===== config.mk =====
export PLATFORM = sky130hd
export DESIGN_NAME = sv39ptw_walk
export DESIGN_NICKNAME = d
export VERILOG_FILES = /design/src/rtl/sv39ptw_pkg.sv /design/src/rtl/sv39ptw_walk.sv
export VERILOG_INCLUDE_DIRS = /design/src /design/src/rtl
export SDC_FILE = /design/constraint.sdc
export NUM_CORES = 1
export LEC_CHECK = 0
export BUFFER_PORTS_ARGS = -buffer_cell sky130_fd_sc_hd__buf_4
export CAP_MARGIN = 30
export CORE_AREA = 2 2 151 153
export DETAILED_ROUTE_END_ITERATION = 7
export DIE_AREA = 0 0 153 155
export GPL_TIMING_DRIVEN = 1
export MAX_ROUTING_LAYER = met4
export PLACE_DENSITY = 0.66
export RECOVER_POWER = 50
export REMOVE_ABC_BUFFERS = 1
export SLEW_MARGIN = 30
export SYNTH_ARGS = -nofsm -noshare
export SYNTH_HDL_FRONTEND = slang
export SYNTH_SLANG_ARGS = --single-unit

===== constraint.sdc =====
create_clock -name clk_i -period 5.54 [get_ports clk_i]
set_input_delay 0.831 -clock clk_i [delete_from_list [all_inputs] [get_ports clk_i]]
set_output_delay 0.831 -clock clk_i [all_outputs]
set_load 0.02 [all_outputs]

===== src/rtl/sv39_page_table_walker_top_defines.svh =====
// Assertion macros for the Sv39 page table walker.
// No dependencies; included by the modules that carry assertions.
`ifndef SV39_PAGE_TABLE_WALKER_TOP_DEFINES_SVH
`define SV39_PAGE_TABLE_WALKER_TOP_DEFINES_SVH

`ifndef SYNTHESIS
// Checked on every clock edge out of reset.
`define SV39PTW_ASSERT(lbl, prop, msg) \
  lbl: assert property (@(posedge clk_i) disable iff (!rst_ni) prop) else $error(msg);
// Checked on every clock edge, reset included.
`define SV39PTW_ASSERT_ALWAYS(lbl, prop, msg) \
  lbl: assert property (@(posedge clk_i) prop) else $error(msg);
`else
`define SV39PTW_ASSERT(lbl, prop, msg)
`define SV39PTW_ASSERT_ALWAYS(lbl, prop, msg)
`endif

`endif


===== src/rtl/sv39ptw_pkg.sv =====
// Shared types, constants and address helpers for the Sv39 walker.
// No dependencies.
package sv39ptw_pkg;

  // Table memory geometry (power of two, 512 .. 4096 words)
  localparam int unsigned MEM_WORDS = 4096;
  localparam int unsigned MEM_AW    = $clog2(MEM_WORDS);

  localparam int unsigned PPN_W  = 44;
  localparam int unsigned VPN_W  = 9;
  localparam int unsigned PTE_W  = 64;
  localparam int unsigned PA_W   = 56;
  localparam int unsigned CFG_W  = 44;

  // Request opcodes
  localparam logic OP_WRITE     = 1'b0;
  localparam logic OP_TRANSLATE = 1'b1;

  // Configuration register indexes
  localparam logic CFG_ROOT_PAGE    = 1'b0;
  localparam logic CFG_ROOT_PRESENT = 1'b1;

  // Leaf levels
  localparam logic [1:0] LVL_4K   = 2'd0;
  localparam logic [1:0] LVL_MEGA = 2'd1;
  localparam logic [1:0] LVL_GIGA = 2'd2;

  typedef struct packed {
    logic        op;
    logic [38:0] virtual_address;
    logic [7:0]  perm_mask;
    logic [11:0] word_index;
    logic [63:0] word_data;
  } req_t;

  typedef struct packed {
    logic [PA_W-1:0] physical_address;
    logic            page_fault;
    logic            perms_ok;
    logic [1:0]      leaf_level;
  } rsp_t;

  // Walker to table memory
  typedef struct packed {
    logic              we;
    logic [MEM_AW-1:0] waddr;
    logic [PTE_W-1:0]  wdata;
    logic              re;
    logic [MEM_AW-1:0] raddr;
  } mem_req_t;

  // Word of entry idx in table page, wrapped to the memory size
  function automatic logic [MEM_AW-1:0] tbl_addr(input logic [PPN_W-1:0] page,
                                                 input logic [VPN_W-1:0] idx);
    logic [PPN_W+VPN_W-1:0] full;
    full = {page, idx};
    return full[MEM_AW-1:0];
  endfunction

  function automatic logic [VPN_W-1:0] vpn_sel(input logic [38:0] va,
                                               input logic [1:0]  lvl);
    logic [VPN_W-1:0] v;
    unique case (lvl)
      LVL_4K:   v = va[20:12];
      LVL_MEGA: v = va[29:21];
      default:  v = va[38:30];
    endcase
    return v;
  endfunction

endpackage


===== src/rtl/sv39ptw_walk.sv =====
// Walk sequencer: config registers, table write and walk loop, result registers.
// Depends on sv39ptw_pkg and sv39_page_table_walker_top_defines.svh.
`include "sv39_page_table_walker_top_defines.svh"

module sv39ptw_walk
  import sv39ptw_pkg::*;
(
  input  logic             clk_i,
  input  logic             rst_ni,
  input  logic             cfg_we_i,
  input  logic             cfg_idx_i,
  input  logic [CFG_W-1:0] cfg_data_i,
  input  logic             req_valid_i,
  output logic             req_ready_o,
  input  req_t             req_i,
  output logic             rsp_valid_o,
  input  logic             rsp_ready_i,
  output rsp_t             rsp_o,
  output mem_req_t         mem_o,
  input  logic [PTE_W-1:0] mem_rdata_i
);

  localparam logic [1:0] S_IDLE = 2'd0;
  localparam logic [1:0] S_WALK = 2'd1;
  localparam logic [1:0] S_DONE = 2'd2;

  logic [1:0]       state_q, state_d;
  logic [1:0]       level_q, level_d;
  logic [38:0]      va_q, va_d;
  logic [7:0]       perms_q, perms_d;
  rsp_t             res_q, res_d;
  rsp_t             out_q;
  logic             out_valid_q, out_valid_d;
  logic [PPN_W-1:0] root_page_q;
  logic             root_present_q;

  logic             accept;
  logic             slot_free;
  logic             pte_v, pte_leaf;
  logic [PA_W-1:0]  leaf_pa;
  rsp_t             fault_rsp;

  assign req_ready_o = (state_q == S_IDLE);
  assign accept      = req_valid_i && req_ready_o;
  assign slot_free   = !out_valid_q || rsp_ready_i;

  assign pte_v    = mem_rdata_i[0];
  assign pte_leaf = |mem_rdata_i[3:1];

  // superpage leaves pass the low VA bits through
  always_comb begin
    unique case (level_q)
      LVL_4K:   leaf_pa = {mem_rdata_i[53:10], va_q[11:0]};
      LVL_MEGA: leaf_pa = {mem_rdata_i[53:19], va_q[20:0]};
      default:  leaf_pa = {mem_rdata_i[53:28], va_q[29:0]};
    endcase
  end

  always_comb begin
    fault_rsp            = '0;
    fault_rsp.page_fault = 1'b1;
  end

  always_comb begin
    state_d  = state_q;
    level_d  = level_q;
    va_d     = va_q;
    perms_d  = perms_q;
    res_d    = res_q;
    mem_o    = '0;
    unique case (state_q)
      S_IDLE: begin
        if (accept) begin
          va_d    = req_i.virtual_address;
          perms_d = req_i.perm_mask;
          if (req_i.op == OP_WRITE) begin
            mem_o.we    = 1'b1;
            mem_o.waddr = MEM_AW'(req_i.word_index);
            mem_o.wdata = req_i.word_data;
            res_d       = '0;
            state_d     = S_DONE;
          end else if (!root_present_q) begin
            res_d   = fault_rsp;
            state_d = S_DONE;
          end else begin
            mem_o.re    = 1'b1;
            mem_o.raddr = tbl_addr(root_page_q, req_i.virtual_address[38:30]);
            level_d     = LVL_GIGA;
            state_d     = S_WALK;
          end
        end
      end
      S_WALK: begin
        priority if (!pte_v) begin
          res_d   = fault_rsp;
          state_d = S_DONE;
        end else if (pte_leaf) begin
          res_d.physical_address = leaf_pa;
          res_d.page_fault       = 1'b0;
          res_d.perms_ok         = ((mem_rdata_i[7:0] & perms_q) == perms_q);
          res_d.leaf_level       = level_q;
          state_d                = S_DONE;
        end else if (level_q == LVL_4K) begin
          res_d   = fault_rsp;
          state_d = S_DONE;
        end else begin
          // pointer: fetch next level entry
          level_d     = 2'(level_q - 2'd1);
          mem_o.re    = 1'b1;
          mem_o.raddr = tbl_addr(mem_rdata_i[53:10], vpn_sel(va_q, level_d));
        end
      end
      S_DONE: begin
        if (slot_free) begin
          state_d = S_IDLE;
        end
      end
      default: begin
        state_d = S_IDLE;
      end
    endcase
  end

  always_comb begin
    out_valid_d = out_valid_q;
    if (state_q == S_DONE && slot_free) begin
      out_valid_d = 1'b1;
    end else if (rsp_ready_i) begin
      out_valid_d = 1'b0;
    end
  end

  always_ff @(posedge clk_i or negedge rst_ni) begin
    if (!rst_ni) begin
      state_q        <= S_IDLE;
      level_q        <= LVL_GIGA;
      out_valid_q    <= 1'b0;
      root_page_q    <= '0;
      root_present_q <= 1'b0;
    end else begin
      state_q     <= state_d;
      level_q     <= level_d;
      out_valid_q <= out_valid_d;
      if (cfg_we_i) begin
        unique case (cfg_idx_i)
          CFG_ROOT_PAGE:    root_page_q    <= cfg_data_i;
          CFG_ROOT_PRESENT: root_present_q <= cfg_data_i[0];
          default:          root_page_q    <= root_page_q;
        endcase
      end
    end
  end

  always_ff @(posedge clk_i) begin
    va_q    <= va_d;
    perms_q <= perms_d;
    res_q   <= res_d;
    if (state_q == S_DONE && slot_free) begin
      out_q <= res_q;
    end
  end

  assign rsp_valid_o = out_valid_q;
  assign rsp_o       = out_q;

  `SV39PTW_ASSERT(a_no_rw_same_cycle, !(mem_o.we && mem_o.re),
                  "table read and write issued together")
  `SV39PTW_ASSERT(a_walk_has_read, (state_q == S_WALK) |-> $past(mem_o.re),
                  "walk step without a table read in flight")
  `SV39PTW_ASSERT(a_walk_level, (state_q == S_WALK) |-> (level_q != 2'd3),
                  "walk level out of range")
  `SV39PTW_ASSERT(a_no_root_faults,
                  (accept && req_i.op == OP_TRANSLATE && !root_present_q) |=>
                  (state_q == S_DONE && res_q.page_fault),
                  "translate without root did not fault")
  `SV39PTW_ASSERT_ALWAYS(a_reset_idle, !rst_ni |-> !rsp_valid_o,
                         "response valid during reset")

endmodule


==> summary.txt <==
Power
  • Pleak: 4.10 nW
  • Total power divided by cell area: between 300 and 400 nW/um^2
  • Logic pwr share: 0.202
  • VDD IR max: 0.150 mV
  • Sw frac: 0.291
  • Sequential share of power: 0.495
  • Sw Pwr: roughly 1.0 mW
  • Clock share of power: 0.303
  • Cell Int Power: 2.55 mW

Floorplan
  • # IOs: between 300 and 400
  • Die X: approximately 150 um
  • Die Y-Extent: approximately 160 um
  • DIE AREA: 23700 um^2
  • Core ar.: ~22000 um^2
  • Rows: 55
  • Initial Utilization: 0.310

Clock tree
  • Clk sinks: 175
  • Cts hold-fix bufs: 0
  • Post-CTS Setup Bufs: 0
  • Clock buffer count from CTS: 17
  • CTS clk-pin slew, worst paths: roughly 0.070 ns
  • Gates resized, CTS repair: 0
  • Number of H-tree levels: 4
  • Worst-skew pair later-pin latency: around 0.42 ns
  • CTS tree: yes
  • CTS max path bufs: 2
  • CTS root buf: clkbuf_16

Logic synthesis
  • Seq/Total Area, Yosys: 0.757
  • Yosys top cell by area: edfxtp_1
  • Post-Syn Instances: 460
  • Ys Warns: 0
  • Synthesized area: slightly below 7000 um^2
  • Syn avg cell area: ~15 um^2
  • Synth async-reset ratio: 0.0514
  • Synth Flop Type: edfxtp_1
  • Number of flops mapped to enable cells by yosys: between 150 and 200
  • Synth top area share: 0.724
  • Synth unique cells: 36
  • Seq cells post-synth: approximately 180
  • Synth area leaders: edfxtp_1 72%, and2_1 10%, dfrtp_1 2.9%, a22oi_1 2.0%, nand2_1 1.6%

Finish
  • Layout Cells excl Fill: about 1100
  • Most common cell after layout, fill and taps aside: buf_4
  • Fin area: between 9000 and 10000 um^2
  • Ratio of cells with drive above 1 in the final layout: 0.392
  • Syn-to-layout area delta: 45.1%
  • Most frequent cells in the layout: 227 x buf_4, 166 x edfxtp_1, 96 x and2_1, 67 x clkbuf_1, 46 x clkbuf_4
  • Final nets: 1036

Global route
  • Largest net degree at the start of global routing: 61
  • GR Overflow Total: 0
  • First-pass GRT wire length: 26900 um
  • Initial antenna violation count: 1
  • Vias in the first global route: around 4700
  • Gr usage total: 0.154

Worst setup path
  • Slowest-stage cell, CP: nor2b_1
  • Worst Setup End Kind: flip-flop
  • Worst EP arrival: 3.63 ns
  • Critical Path RT: 5.61 ns
  • Critical path fanouts, max: 31
  • R2r startpoint: state_q[0]$_DFFE_PN0P_
  • Crit-path max cell delay: between 1.5 and 2 ns
  • Family with the most delay on the worst path: simple AND/OR/NAND/NOR gates
  • Crit path buf inv count: 1
  • Crit Path Class: flip-flop to flip-flop
  • R2R setup slack: ~2.0 ns
  • Worst-path cell chain: nand2b_1 -> nor2b_1 -> buf_4
  • CP startpoint kind: flip-flop
  • Reg2Reg Depth: 3
  • R2r endpoint: rsp_o[25]$_DFFE_PP_

Timing
  • Final Worst Setup Slack: approximately 2.0 ns
  • Hold slack final: 0.350 ns
  • Tightest Pin Transition: around 2.6 ns
  • Fmax achieved: roughly 0.28 GHz
  • Final Max Tran Viols: between 70 and 80
  • Fin crit share: 0.642
  • Final Hold Viols: 0
  • Slew margin rel.: -0.726
  • # setup viols final: 0
  • Worst Skew: just under 0.009 ns
  • Setup TNS: 0 ns
  • Fin crit period: ~3.6 ns
  • Unrepaired setup endpoints after global routing: no

Placed design
  • Port bufs: 335
  • Dpl hpwl: 14200 um
  • Cells after DPL: roughly 1100
  • Post-Place Setup Slack: roughly 2.3 ns
  • GPL Wtd Cong: just over 0.8
  • Post-DP Area: approximately 9700 um^2

Detailed routing
  • # DRC: 0
  • Average routed wire per standard cell: 16.5 um
  • Vias per cell: around 4.3
  • Final ANT Viol Nets: 0
  • Post-Route WL: roughly 18000 um
  • Via count: about 4700
  • Drt pass-1 iters: 4
  • DR iter-0 viols: approximately 290

Job
  • MaxCap Viol Count: 2

Status
  • Failing checks: capacitance limit, slew limit
  • Outcome: finished with violations

Hold path
  • HP Class: input pin to asynchronous set/reset pin
-- per-stage QoR --
stage	power, mW	utilization
floorplan	2.21	-
global placement	2.60	0.435
detailed placement	2.62	0.437
CTS	3.72	0.461
global route	3.77	0.449
finish	3.60	0.449
-- worst max-delay path by stage --
stage                           start                endpoint  slack, ns  depth (start not counted)
6_report       state_q[0]$_DFFE_PN0P_     rsp_o[25]$_DFFE_PP_       1.98                          3
3_5_place_dp              req_valid_i               mem_o[54]       2.32                          6
5_1_grt        state_q[0]$_DFFE_PN0P_     rsp_o[25]$_DFFE_PP_       1.61                          3
3_3_place_gp              req_valid_i               mem_o[75]       2.10                          5
4_1_cts        level_q[1]$_DFFE_PN1P_                mem_o[3]       2.21                          5
2_1_floorplan  level_q[0]$_DFFE_PN0P_  res_q[0]$_SDFFCE_PN0P_      -0.33                          4
-- registers in the layout (all words and copies together), names as in the netlist --
register and count:
rsp_valid_o 1, perms_q 7, va_q 39, state_q 2, res_q 60, level_q 2
root_present_q 1, rsp_o 60, root_page_q 3
-- cells by family (layout without fill, tap and decap cells) --
group                    Yosys count  count (layout)  share of synthesized area
AO/OA/AOI/OAI                     65              65                     0.0575
adder cells (fa/ha/maj)            4               4                    0.00727
buffers and inverters             33             380                     0.0215
flip-flops                       175             175                      0.757
multiplexers                       5               5                    0.00800
other                              0               1                          0
AND/OR/NAND/NOR                  178             178                      0.149
-- worst reg2reg max path, cell delays in order, from the launching register on --
cell and delay, ns:
dfrtp_1 0.43, nand2b_1 0.20, nor2b_1 1.91, buf_4 0.67
-- power groups by stage --
stage	clock network (mW)	registers, mW	logic, mW
after floorplan	0	1.92	0.292
after global placement	0	1.80	0.804
after detailed placement	0	1.81	0.815
after CTS	1.12	1.78	0.818
after global routing	1.17	1.80	0.796
final	1.09	1.78	0.726
-- cells in the mapped netlist, drive strengths merged, types with 3 or more instances --
master,n
o21ai,29
nand2b,4
nor3,3
nor2b,4
mux2,4
nand2,30
edfxtp,166
a22o,3
nor2,17
a21oi,10
inv,9
a22oi,18
ha,4
dfrtp,8
buf,9
and2,114
clkbuf,15
-- layout make-up --
type | count | area [um^2]
tap | 285 | 357
clock buffer | 19 | 433
clock inverter | 13 | 103
multi-input combinational | 252 | 1530
inverter | 9 | 35.0
timing repair buffer | 339 | 2320
fill | 2066 | 12200
sequential | 175 | 5210
antenna | 1 | 2.50
-- metal layers --
metal | routed length, um | track usage | vias to the layer above
li1 | - | - | 2319
met3 | 1510 | 0.0421 | 23
met1 | 7390 | 0.191 | 2150
met4 | 269 | 0.0467 | 0
met2 | 8890 | 0.249 | 205
met5 | 0 | - | -
Note: power is estimated with default switching activity, not from simulation.
